$ cat src/rtl/cld_pkg.sv
`timescale 1ns / 1ps
// ----------------------------------------------------------------------------
// cld_pkg
// Shared types and constants of the canonical line discipline unit.
// ----------------------------------------------------------------------------
package cld_pkg;

  typedef enum logic {
    OP_KEY  = 1'b0,
    OP_READ = 1'b1
  } op_e;

  typedef enum logic [2:0] {
    K_ECHO = 3'd0,
    K_INTR = 3'd1,
    K_SUSP = 3'd2,
    K_READ = 3'd3,
    K_EOF  = 3'd4,
    K_NONE = 3'd5
  } kind_e;

  // configuration register indexes
  localparam logic [2:0] CFG_MODE  = 3'd0;
  localparam logic [2:0] CFG_INTR  = 3'd1;
  localparam logic [2:0] CFG_SUSP  = 3'd2;
  localparam logic [2:0] CFG_EOF   = 3'd3;
  localparam logic [2:0] CFG_ERASE = 3'd4;

  // mode flag bit positions
  localparam int unsigned MODE_ECHO  = 0;
  localparam int unsigned MODE_ECHOE = 1;
  localparam int unsigned MODE_CANON = 2;
  localparam int unsigned MODE_SIGS  = 3;
  localparam int unsigned MODE_CRLF  = 4;

  localparam logic [4:0] MODE_RST  = 5'd31;
  localparam logic [4:0] INTR_RST  = 5'd3;
  localparam logic [4:0] SUSP_RST  = 5'd26;
  localparam logic [4:0] EOF_RST   = 5'd4;
  localparam logic [7:0] ERASE_RST = 8'd127;

  localparam logic [7:0] CH_CR  = 8'h0D;
  localparam logic [7:0] CH_LF  = 8'h0A;
  localparam logic [7:0] CH_BS  = 8'h08;
  localparam logic [7:0] CH_SP  = 8'h20;
  localparam logic [7:0] CH_NUL = 8'h00;

  // one accepted item's results, handed from the editor to the sequencer
  typedef struct packed {
    logic       valid;     // item yields at least one result
    kind_e      kind;
    logic [7:0] data;
    logic       erase;     // three-byte erase echo
    logic       from_ram;  // data comes from the line store read
  } desc_t;

endpackage

$ cat src/rtl/cld_key_if.sv
`timescale 1ns / 1ps
// ----------------------------------------------------------------------------
// cld_key_if
// Input channel: key events and read requests.
// ----------------------------------------------------------------------------
interface cld_key_if;
  logic       valid;
  logic       ready;
  logic       operation;
  logic [7:0] key_code;
  logic       is_backspace_key;
  logic       ctrl_held;

  modport source (output valid, operation, key_code, is_backspace_key, ctrl_held,
                  input ready);
  modport sink (input valid, operation, key_code, is_backspace_key, ctrl_held,
                output ready);
endinterface

$ cat src/rtl/cld_res_if.sv
`timescale 1ns / 1ps
// ----------------------------------------------------------------------------
// cld_res_if
// Output channel: echo bytes, signals, read bytes and status.
// ----------------------------------------------------------------------------
interface cld_res_if;
  logic       valid;
  logic       ready;
  logic [2:0] kind;
  logic [7:0] data_byte;
  logic       last;

  modport source (output valid, kind, data_byte, last, input ready);
  modport sink (input valid, kind, data_byte, last, output ready);
endinterface

$ cat src/rtl/cld_cfg_if.sv
`timescale 1ns / 1ps
// ----------------------------------------------------------------------------
// cld_cfg_if
// Configuration write channel: register index and write data.
// ----------------------------------------------------------------------------
interface cld_cfg_if;
  logic       valid;
  logic       ready;
  logic [2:0] index;
  logic [7:0] data;

  modport source (output valid, index, data, input ready);
  modport sink (input valid, index, data, output ready);
endinterface

$ cat src/rtl/cld_line_ram.sv
`timescale 1ns / 1ps
// ----------------------------------------------------------------------------
// cld_line_ram
// Line store: one write port, one read port with registered read data.
// ----------------------------------------------------------------------------
module cld_line_ram #(
  parameter int unsigned Depth = 256
) (
  input  logic                     clk_i,
  input  logic                     we_i,
  input  logic [$clog2(Depth)-1:0] waddr_i,
  input  logic [7:0]               wdata_i,
  input  logic                     re_i,
  input  logic [$clog2(Depth)-1:0] raddr_i,
  output logic [7:0]               rdata_o
);

  logic [7:0] mem [Depth];
  logic [7:0] rdata_q;

  always_ff @(posedge clk_i) begin
    if (we_i) begin
      mem[waddr_i] <= wdata_i;
    end
  end

  // read data holds until the next read
  always_ff @(posedge clk_i) begin
    if (re_i) begin
      rdata_q <= mem[raddr_i];
    end
  end

  assign rdata_o = rdata_q;

endmodule

$ cat src/rtl/cld_editor.sv
`timescale 1ns / 1ps
// ----------------------------------------------------------------------------
// cld_editor
// Configuration registers, line pointers and per-item decode. Issues the
// line store write or read and hands a result descriptor downstream.
// ----------------------------------------------------------------------------
module cld_editor #(
  parameter int unsigned LineDepth = 256
) (
  input  logic                         clk_i,
  input  logic                         rst_ni,
  cld_key_if.sink                      key_i,
  cld_cfg_if.sink                      cfg_i,
  input  logic                         take_ok_i,
  output cld_pkg::desc_t               desc_o,
  output logic                         ram_we_o,
  output logic [$clog2(LineDepth)-1:0] ram_waddr_o,
  output logic [7:0]                   ram_wdata_o,
  output logic                         ram_re_o,
  output logic [$clog2(LineDepth)-1:0] ram_raddr_o
);

  localparam int unsigned AddrW = $clog2(LineDepth);
  localparam int unsigned PtrW  = $clog2(LineDepth + 1);
  localparam logic [PtrW-1:0] PtrMax = PtrW'(LineDepth);
  localparam logic [PtrW-1:0] PtrOne = PtrW'(1);

  logic [4:0] mode_q, intr_q, susp_q, eof_q;
  logic [7:0] erase_q;
  logic [PtrW-1:0] wp_q, wp_d, rp_q, rp_d, rp_inc;
  logic ready_q, ready_d;

  logic       fire;
  logic [4:0] code;
  logic       ctrl_hit, is_intr, is_susp, is_eof, is_erase;
  logic [7:0] ch_m;

  assign key_i.ready = take_ok_i;
  assign cfg_i.ready = 1'b1;
  assign fire        = key_i.valid && take_ok_i;

  always_ff @(posedge clk_i or negedge rst_ni) begin
    if (!rst_ni) begin
      mode_q  <= cld_pkg::MODE_RST;
      intr_q  <= cld_pkg::INTR_RST;
      susp_q  <= cld_pkg::SUSP_RST;
      eof_q   <= cld_pkg::EOF_RST;
      erase_q <= cld_pkg::ERASE_RST;
    end else if (cfg_i.valid) begin
      case (cfg_i.index)
        cld_pkg::CFG_MODE:  mode_q  <= cfg_i.data[4:0];
        cld_pkg::CFG_INTR:  intr_q  <= cfg_i.data[4:0];
        cld_pkg::CFG_SUSP:  susp_q  <= cfg_i.data[4:0];
        cld_pkg::CFG_EOF:   eof_q   <= cfg_i.data[4:0];
        cld_pkg::CFG_ERASE: erase_q <= cfg_i.data;
        default: ;
      endcase
    end
  end

  assign code     = key_i.key_code[4:0];
  assign ctrl_hit = key_i.ctrl_held && (key_i.key_code != cld_pkg::CH_NUL);
  assign is_intr  = ctrl_hit && mode_q[cld_pkg::MODE_SIGS] && (code == intr_q);
  assign is_susp  = ctrl_hit && mode_q[cld_pkg::MODE_SIGS] && !is_intr
                    && (code == susp_q);
  assign is_eof   = ctrl_hit && !is_intr && !is_susp && (code == eof_q);
  assign is_erase = key_i.is_backspace_key || (key_i.key_code == erase_q);
  assign ch_m     = (key_i.key_code == cld_pkg::CH_CR && mode_q[cld_pkg::MODE_CRLF])
                    ? cld_pkg::CH_LF : key_i.key_code;
  assign rp_inc   = rp_q + PtrOne;

  always_comb begin
    wp_d        = wp_q;
    rp_d        = rp_q;
    ready_d     = ready_q;
    ram_we_o    = 1'b0;
    ram_waddr_o = wp_q[AddrW-1:0];
    ram_wdata_o = ch_m;
    ram_re_o    = 1'b0;
    ram_raddr_o = rp_q[AddrW-1:0];
    desc_o      = '0;
    desc_o.kind = cld_pkg::K_ECHO;
    if (fire) begin
      if (key_i.operation == cld_pkg::OP_READ) begin
        desc_o.valid = 1'b1;
        if (!ready_q) begin
          desc_o.kind = cld_pkg::K_NONE;
        end else if (rp_q >= wp_q || rp_q >= PtrMax) begin
          desc_o.kind = cld_pkg::K_EOF;
          wp_d        = '0;
          rp_d        = '0;
          ready_d     = 1'b0;
        end else begin
          desc_o.kind     = cld_pkg::K_READ;
          desc_o.from_ram = 1'b1;
          ram_re_o        = 1'b1;
          rp_d            = rp_inc;
          if (rp_inc >= wp_q) begin
            wp_d    = '0;
            rp_d    = '0;
            ready_d = 1'b0;
          end
        end
      end else if (is_intr) begin
        desc_o.valid = 1'b1;
        desc_o.kind  = cld_pkg::K_INTR;
      end else if (is_susp) begin
        desc_o.valid = 1'b1;
        desc_o.kind  = cld_pkg::K_SUSP;
      end else if (is_eof) begin
        ready_d = 1'b1;
      end else if (is_erase) begin
        if (wp_q != '0) begin
          wp_d         = wp_q - PtrOne;
          desc_o.valid = mode_q[cld_pkg::MODE_ECHOE];
          desc_o.erase = 1'b1;
        end
      end else if (key_i.key_code != cld_pkg::CH_NUL) begin
        desc_o.valid = mode_q[cld_pkg::MODE_ECHO];
        desc_o.data  = ch_m;
        if (wp_q < PtrMax) begin
          ram_we_o = 1'b1;
          wp_d     = wp_q + PtrOne;
        end
        if (mode_q[cld_pkg::MODE_CANON]
            && (ch_m == cld_pkg::CH_LF || ch_m == cld_pkg::CH_CR)) begin
          ready_d = 1'b1;
        end
      end
    end
  end

  always_ff @(posedge clk_i or negedge rst_ni) begin
    if (!rst_ni) begin
      wp_q    <= '0;
      rp_q    <= '0;
      ready_q <= 1'b0;
    end else begin
      wp_q    <= wp_d;
      rp_q    <= rp_d;
      ready_q <= ready_d;
    end
  end

endmodule

$ cat src/rtl/cld_result_seq.sv
`timescale 1ns / 1ps
// ----------------------------------------------------------------------------
// cld_result_seq
// Result sequencer: a stage that waits out the line store read, then an
// output register that plays one item's results out one transfer at a time.
// ----------------------------------------------------------------------------
module cld_result_seq (
  input  logic           clk_i,
  input  logic           rst_ni,
  input  cld_pkg::desc_t desc_i,
  input  logic [7:0]     ram_rdata_i,
  output logic           take_ok_o,
  cld_res_if.source      res_o
);

  cld_pkg::desc_t s1_q;
  logic           pend_valid_q;
  cld_pkg::kind_e pend_kind_q;
  logic [7:0]     pend_data_q;
  logic           pend_erase_q;
  logic [1:0]     pend_idx_q;

  logic xfer, pend_done, s1_move;

  assign xfer      = res_o.valid && res_o.ready;
  assign pend_done = xfer && res_o.last;
  assign s1_move   = s1_q.valid && (!pend_valid_q || pend_done);
  assign take_ok_o = !s1_q.valid || s1_move;

  always_ff @(posedge clk_i or negedge rst_ni) begin
    if (!rst_ni) begin
      s1_q         <= '0;
      pend_valid_q <= 1'b0;
      pend_kind_q  <= cld_pkg::K_ECHO;
      pend_data_q  <= '0;
      pend_erase_q <= 1'b0;
      pend_idx_q   <= '0;
    end else begin
      if (take_ok_o) begin
        s1_q <= desc_i;
      end
      if (s1_move) begin
        pend_valid_q <= 1'b1;
        pend_kind_q  <= s1_q.kind;
        pend_data_q  <= s1_q.from_ram ? ram_rdata_i : s1_q.data;
        pend_erase_q <= s1_q.erase;
        pend_idx_q   <= '0;
      end else if (pend_done) begin
        pend_valid_q <= 1'b0;
      end else if (xfer) begin
        pend_idx_q <= pend_idx_q + 2'd1;
      end
    end
  end

  // erase echo is backspace, space, backspace
  assign res_o.valid     = pend_valid_q;
  assign res_o.kind      = pend_kind_q;
  assign res_o.data_byte = !pend_erase_q ? pend_data_q
                         : (pend_idx_q == 2'd1) ? cld_pkg::CH_SP : cld_pkg::CH_BS;
  assign res_o.last      = !pend_erase_q || (pend_idx_q == 2'd2);

endmodule

$ cat src/rtl/canonical_line_discipline_unit.sv
`timescale 1ns / 1ps
// ----------------------------------------------------------------------------
// canonical_line_discipline_unit
// Path: each item's results pass the middle stage register, then the output
// register; an output stall can hold them in either. Throughput: one item per
// cycle while the output does not stall; an erase echo holds the output for
// three transfers, set by the single output register that plays results out.
// Line store read data is registered, and the middle stage covers the read.
// Reset: pointers, line-ready flag and pipeline cleared, registers take their
// reset values; the line store is not cleared.
// ----------------------------------------------------------------------------
module canonical_line_discipline_unit #(
  parameter int unsigned LINE_DEPTH = 256
) (
  input  logic      clk_i,
  input  logic      rst_ni,
  cld_key_if.sink   key_i,
  cld_cfg_if.sink   cfg_i,
  cld_res_if.source res_o
);

  localparam int unsigned AddrW = $clog2(LINE_DEPTH);

  cld_pkg::desc_t   desc;
  logic             take_ok;
  logic             ram_we, ram_re;
  logic [AddrW-1:0] ram_waddr, ram_raddr;
  logic [7:0]       ram_wdata, ram_rdata;

  cld_editor #(
    .LineDepth(LINE_DEPTH)
  ) u_editor (
    .clk_i      (clk_i),
    .rst_ni     (rst_ni),
    .key_i      (key_i),
    .cfg_i      (cfg_i),
    .take_ok_i  (take_ok),
    .desc_o     (desc),
    .ram_we_o   (ram_we),
    .ram_waddr_o(ram_waddr),
    .ram_wdata_o(ram_wdata),
    .ram_re_o   (ram_re),
    .ram_raddr_o(ram_raddr)
  );

  cld_line_ram #(
    .Depth(LINE_DEPTH)
  ) u_line_ram (
    .clk_i  (clk_i),
    .we_i   (ram_we),
    .waddr_i(ram_waddr),
    .wdata_i(ram_wdata),
    .re_i   (ram_re),
    .raddr_i(ram_raddr),
    .rdata_o(ram_rdata)
  );

  cld_result_seq u_result_seq (
    .clk_i      (clk_i),
    .rst_ni     (rst_ni),
    .desc_i     (desc),
    .ram_rdata_i(ram_rdata),
    .take_ok_o  (take_ok),
    .res_o      (res_o)
  );

endmodule

$ cat src/flat_wrapper.sv
// flat-port wrapper written by rule: the top's interface ports become plain ports
module canonical_line_discipline_unit_flat 
#(
  parameter int unsigned LINE_DEPTH = 256
)
  (clk_i, rst_ni, key_i_valid, key_i_operation, key_i_key_code, key_i_is_backspace_key, key_i_ctrl_held, key_i_ready, cfg_i_valid, cfg_i_index, cfg_i_data, cfg_i_ready, res_o_valid, res_o_kind, res_o_data_byte, res_o_last, res_o_ready);
  cld_key_if key_i_i ();
  cld_cfg_if cfg_i_i ();
  cld_res_if res_o_i ();
  input  logic clk_i;
  input  logic rst_ni;
  input wire logic [$bits(key_i_i.valid)-1:0] key_i_valid;
  input wire logic [$bits(key_i_i.operation)-1:0] key_i_operation;
  input wire logic [$bits(key_i_i.key_code)-1:0] key_i_key_code;
  input wire logic [$bits(key_i_i.is_backspace_key)-1:0] key_i_is_backspace_key;
  input wire logic [$bits(key_i_i.ctrl_held)-1:0] key_i_ctrl_held;
  output wire logic [$bits(key_i_i.ready)-1:0] key_i_ready;
  input wire logic [$bits(cfg_i_i.valid)-1:0] cfg_i_valid;
  input wire logic [$bits(cfg_i_i.index)-1:0] cfg_i_index;
  input wire logic [$bits(cfg_i_i.data)-1:0] cfg_i_data;
  output wire logic [$bits(cfg_i_i.ready)-1:0] cfg_i_ready;
  output wire logic [$bits(res_o_i.valid)-1:0] res_o_valid;
  output wire logic [$bits(res_o_i.kind)-1:0] res_o_kind;
  output wire logic [$bits(res_o_i.data_byte)-1:0] res_o_data_byte;
  output wire logic [$bits(res_o_i.last)-1:0] res_o_last;
  input wire logic [$bits(res_o_i.ready)-1:0] res_o_ready;
  assign key_i_i.valid = key_i_valid;
  assign key_i_i.operation = key_i_operation;
  assign key_i_i.key_code = key_i_key_code;
  assign key_i_i.is_backspace_key = key_i_is_backspace_key;
  assign key_i_i.ctrl_held = key_i_ctrl_held;
  assign key_i_ready = key_i_i.ready;
  assign cfg_i_i.valid = cfg_i_valid;
  assign cfg_i_i.index = cfg_i_index;
  assign cfg_i_i.data = cfg_i_data;
  assign cfg_i_ready = cfg_i_i.ready;
  assign res_o_valid = res_o_i.valid;
  assign res_o_kind = res_o_i.kind;
  assign res_o_data_byte = res_o_i.data_byte;
  assign res_o_last = res_o_i.last;
  assign res_o_i.ready = res_o_ready;
  canonical_line_discipline_unit #(.LINE_DEPTH(LINE_DEPTH)) u_core (.clk_i(clk_i), .rst_ni(rst_ni), .key_i(key_i_i), .cfg_i(cfg_i_i), .res_o(res_o_i));
endmodule
$ cat config.mk
export PLATFORM = sky130hd
export DESIGN_NAME = canonical_line_discipline_unit_flat
export DESIGN_NICKNAME = d
export VERILOG_FILES = /design/src/rtl/cld_pkg.sv /design/src/rtl/cld_key_if.sv /design/src/rtl/cld_res_if.sv /design/src/rtl/cld_cfg_if.sv /design/src/rtl/cld_line_ram.sv /design/src/rtl/cld_editor.sv /design/src/rtl/cld_result_seq.sv /design/src/rtl/canonical_line_discipline_unit.sv /design/src/flat_wrapper.sv
export SDC_FILE = /design/constraint.sdc
export NUM_CORES = 2
export LEC_CHECK = 0
export ABC_AREA = 1
export BUFFER_PORTS_ARGS = -buffer_cell sky130_fd_sc_hd__buf_2
export CAP_MARGIN = 20
export CORE_ASPECT_RATIO = 0.7
export CORE_MARGIN = 8
export CORE_UTILIZATION = 55
export DETAILED_ROUTE_END_ITERATION = 7
export PLACE_DENSITY = 0.71
export SYNTH_ARGS = -nofsm -noshare
export SYNTH_HDL_FRONTEND = slang
export SYNTH_SLANG_ARGS = --single-unit
$ cat constraint.sdc
create_clock -name clk_i -period 19.95 [get_ports clk_i]
set_clock_uncertainty 0.2 [all_clocks]
set_input_delay 5.985 -clock clk_i [delete_from_list [all_inputs] [get_ports clk_i]]
set_output_delay 5.985 -clock clk_i [all_outputs]
set_load 0.05 [all_outputs]
# After elaboration in Yosys (flattened, before gate mapping)
# Memory sizes are Yosys's and may differ from the RTL's. A register that Yosys moved wholly into a read port is not among the register bits.
# Index checks and enable logic that the tools add are counted.
# totals
ff_bits,76
mem_bits_rw,2048
output_inout_bits,15
word_cells,156
n_memories,1
# op_classes
add_sub_neg,4
n_lt_le_gt_ge,4
n_eq_ne,21
mux,65
n_reduce_logical,43
# memory_table
memory,depth,width,read_ports,rd_ports_with_merged_regs,write_ports,line_no,rtl
u_core.u_line_ram.mem,256,8,1,1,1,cld_line_ram.sv:18,logic [7:0] mem [Depth];
# op_table
op,count
$mux 9,17
$mux 8,5
$mux 1,33
$eq 8x4->1 const B,3
$add 9x1->9 const B,2
$ge 9x9->1,2
$eq 5x5->1,3
$logic_and 1x1->1,14
$mux 14,1
$reduce_and 2->1,6
$reduce_bool 3->1,4
$ge 9x9->1 const B,1
$lt 9x9->1 const B,1
$reduce_and 9->1,1
$reduce_bool 9->1,1
$sub 9x1->9 const B,1
$eq 8x8->1,1
$mux 2,4
$mux 4,2
$reduce_bool 8->1,1
$eq 3x2->1 const B,2
$logic_or 1x1->1,6
$mux 3,2
$mux 6,1
other kinds (15),23

# Longest topological paths before layout
# depth
depth_word,17
mapped_depth,23

# Cells and area by module
# Synthesis repeated with hierarchy kept, for this count alone.
# hier_totals
hier_cells,7721
area_unflattened_um2,88916.5
# modules_own_cells
mod,n_inst,cells_each,area_per_inst_um2
cld_line_ram,1,7003,83476.3
cld_editor,1,533,3872.5
cld_result_seq,1,185,1567.8

# Least setup slack after synthesis
# No wires, ideal clock.
# synth_path
path_kind,input to register
startpoint,in key_i_key_code[4]
endpoint,mem u_core.u_line_ram.mem[0][0] (data pin)
arrival_time_ps,12411
required_time_ps,18343
path_slack_ps,5932
cell_stages,6
n_path_buf,1
path_cell_list,buf_4 nor2_1 and2_4 nand2_1 inv_1 nor2_1
# synth_via
elab_chain_len,3
# synth_lines
item,line_no,rtl
"start, declared",flat_wrapper.sv:14,input wire logic [$bits(key_i_i.key_code)-1:0] key_i_key_code;
$eq 8x4->1,cld_editor.sv:68,assign ch_m = (key_i.key_code == cld_pkg::CH_CR && mode_q[cld_pkg::MODE_CRLF])
$logic_and 1x1->1,cld_editor.sv:68,
$mux 8,cld_editor.sv:69,? cld_pkg::CH_LF : key_i.key_code;
net u_core.ram_wdata[0],canonical_line_discipline_unit.sv:28,"logic [7:0] ram_wdata, ram_rdata;"
"end, declared",cld_line_ram.sv:18,
# The timed path passes the listed nets, and every way through them passes these cells.

# Final worst setup path
# layout_path
startpoint,in res_o_ready
endpoint,out key_i_ready
# layout_via
elab_chain_len,5
# layout_lines
item,line_no,rtl
"start, declared",flat_wrapper.sv:26,input wire logic [$bits(res_o_i.ready)-1:0] res_o_ready;
$logic_and 1x1->1,cld_result_seq.sv:25,assign xfer = res_o.valid && res_o.ready;
$logic_and 1x1->1,cld_result_seq.sv:26,assign pend_done = xfer && res_o.last;
$logic_or 1x1->1,cld_result_seq.sv:27,assign s1_move = s1_q.valid && (!pend_valid_q || pend_done);
$logic_and 1x1->1,cld_result_seq.sv:27,
$logic_or 1x1->1,cld_result_seq.sv:28,assign take_ok_o = !s1_q.valid || s1_move;
"end, declared",flat_wrapper.sv:17,output wire logic [$bits(key_i_i.ready)-1:0] key_i_ready;
# No other way between the ends.

==> results.ini <==
[status]
outcome=finished, violations left
violations=DRC

[flow_run]
drv_cap=0

[worst_hold_path]
min_path_cells=2
min_path_type=flop to flop

[synthesis]
synth_area_per_cell_sq_um=11.1
synth.mux.area_fraction_pct=0.0370
synth_fa_ha_area_share_pct=0.406
ys_top_cells_by_count=edfxtp_1 (2056), nand2_1 (1634), nand3_1 (1388)
synth-edff-count=2056
synth_compound_area_share_pct=4.06
ys_ff_latch=2132
yosysSeqAreaShare_pct=69.7
synthSimpleGateAreaFrac_pct=19.4
synthXorXnorAreaFrac_pct=0.307
synth_top_area_share_pct=67.6
yosysWarnings=0
yosysTopAreaCell=edfxtp_1
netlist_instances=8258
synth_top_family_by_area=simple AND/OR/NAND/NOR gates
synthMostInstantiatedCell=edfxtp_1
syn_nets=8314
ys.flop_type=edfxtp_1
synth_area_leaders=edfxtp_1 (68%), nand3_1 (7.6%), nand2_1 (6.7%)
yosysUniqueCellTypes=48
netlist_area_sq_mm=0.0913
async_flop_share_pct=3.56

[sta]
setup_viol=0
fin_ws_ns=6.99
hold_violations=0
fmax_ghz=0.0772
rsz0062_at_grt=no
setup_tns_ns=0
max_slew.worst_pin.slew_ns=1.10
report.final.slew_viol_count=0
post-route-period-util_pct=65.0
period_minus_slack_ns=12.96
relSlewSlack_pct=26.7

[global_route]
antenna_found_initial=9
grt_pass1_wl_mm=368
overflow=0
track_usage_pct=27.1
grt_max_degree=224
first_global_vias=58600

[routing]
dr.first_iter.drc_count=9168
vias=62200
ant_nets=0
drtPass1Iterations=8
wire_per_inst_um=23.8
viasPerCell=5.96
routed_wl_mm=248
drc_errors=2

[placement]
portBuffers=40
dp_slack_ns=6.99
place.gp.congestion=0.923
post-dp-hpwl_mm=139

[critical_path]
required_ns=13.76
rr_worst_depth=12
cp_slowest_cell=buf_2
crit_fanout=14
critical_path_arrival_ns=6.77
worstSetupPathType=primary input to output port
cpPeakStageDelay_ns=0.28
crit_top_cell=buf_2
start_kind=primary input
worstSetupEndpointType=output port
path_cells=buf_2, a21boi_2, nand2_2, buf_2

[floorplanning]
chipHeight_um=357
dieWidth_um=503
dieArea_sq_mm=0.179
start_util_pct=55.2
io_pins=42
core_area_sq_mm=0.165
num_rows=125

[power_and_ir_drop]
power.density_mw_per_mm2=128
power.total_mw=12.7
p_leak_nw=36.8
ir_drop_v=0.000147

[finish]
drive_gt1_share_pct=7.48
fin_nets=8117
fillers=13100
area_growth_pct=8.40

[cts]
clock_sinks=2132
ctsHoldBuffers=0
path_clk_slew_ns=0.06
htreeDepth=4
clock_latency_ns=0.83
cts_tree=yes
cts_resized=0
ctsLongestPathBuffers=3
numCtsBuffers=186
root_buffer=clkbuf_16
cts_setup_buffers=0

## per-stage QoR
step	std cells	area, sq um	hold slack (ns)	utilization (%)
6_report	10400	99000	0.288	59.9
5_1_grt	10400	98900	0.311	59.8
4_1_cts	10400	98900	0.285	59.8
3_5_place_dp	10100	92900	0.268	56.2
3_3_place_gp	10100	92900	0.263	56.2
2_1_floorplan	8258	91300	0.249	-
## report_power, final
group | switching, mW | internal [mW] | total (mW)
sequential | 0.103 | 4.98 | 5.08
clock | 1.63 | 1.99 | 3.62
combinational | 2.93 | 1.05 | 3.99
## final timing paths
kind	startpoint	to	slack, ns
hold reg to reg	u_core.u_result_seq.s1_q[3]	u_core.u_result_seq.s1_q[3]	0.29
hold / removal	u_core.u_result_seq.s1_q[3]	u_core.u_result_seq.s1_q[3]	0.29
setup reg to reg	u_core.u_editor.rp_q[0]	u_core.u_line_ram.rdata_o[5]	14.39
max in group asynchronous	rst_ni	u_core.u_editor.rp_q[0]	13.67
setup / recovery	res_o_ready	key_i_ready	6.99
min in group asynchronous	rst_ni	u_core.u_result_seq.pend_data_q[7]	5.11
## flip-flops by register name (all words and copies together) (netlist names), 2 cells and up
| name | flops |
|---|---|
| u_core.u_editor.wp_q | 9 |
| u_core.u_result_seq.pend_data_q | 8 |
| u_core.u_line_ram.mem | 2048 |
| u_core.u_editor.susp_q | 5 |
| u_core.u_editor.rp_q | 9 |
| u_core.u_result_seq.s1_q | 14 |
| u_core.u_line_ram.rdata_o | 8 |
| u_core.u_editor.erase_q | 8 |
| u_core.u_editor.intr_q | 5 |
| u_core.u_result_seq.pend_idx_q | 2 |
| u_core.u_result_seq.res_o.kind | 3 |
| u_core.u_editor.eof_q | 5 |
| u_core.u_editor.mode_q | 5 |
## kinds of logic after synthesis
family	Yosys count
compound gates	607
xor+xnor	32
fa+ha+maj	29
buf+inv	1380
flops	2132
mux	3
other cells	1
simple gates	4074
## critical path: cells and delay by family
family / cells / cell delay [ns]
AO/OA/AOI/OAI: 1 / 0.18
buffers and inverters: 2 / 0.39
AND/OR/NAND/NOR: 1 / 0.21
## final cells by class
| cell class | instances | area, sq um | share of cell area (%) |
|---|---|---|---|
| Antenna cell | 8 | 20.0 | 0.0202 |
| Clock buffer | 243 | 4970 | 5.02 |
| Clock inverter | 97 | 1030 | 1.04 |
| Inverter | 875 | 3310 | 3.35 |
| Multi-Input combinational cell | 4746 | 22200 | 22.4 |
| Sequential cell | 2132 | 63700 | 64.4 |
| Tap cell | 2222 | 2780 | 2.81 |
| Timing Repair Buffer | 120 | 973 | 0.984 |
## metal layers
| metal | global-route usage [%] | wire, um | up-vias |
|---|---|---|---|
| met5 | 0 | 60 | - |
| met4 | 9.47 | 8650 | 8 |
| met3 | 7.75 | 32400 | 557 |
| met2 | 39.7 | 107000 | 3916 |
| met1 | 39.1 | 100000 | 30000 |
| li1 | - | - | 27800 |
## layout by cell type, fill, tap and decap left out, drive strengths merged
master and count:
ha 28, inv 878, o211ai 249, nand3 1389, o21a 1, bufinv 17, clkbuf 243, o32ai 1
conb 1, or2 138, a21boi 1, clkinv 67, dfstp 18, nor3 5, nand3b 4, mux2 3
a21oi 17, and2 1, o22ai 12, fa 1, o21bai 1, nor2 867, diode 8, nor3b 3
a31oi 2, nor4 1, xnor2 17, edfxtp 2056, xor2 15, nand2 1642, buf 120, dfrtp 58
o21ai 323, clkinvlp 10, nand4 23, nor4b 1
(Power assumes the default switching activity.)
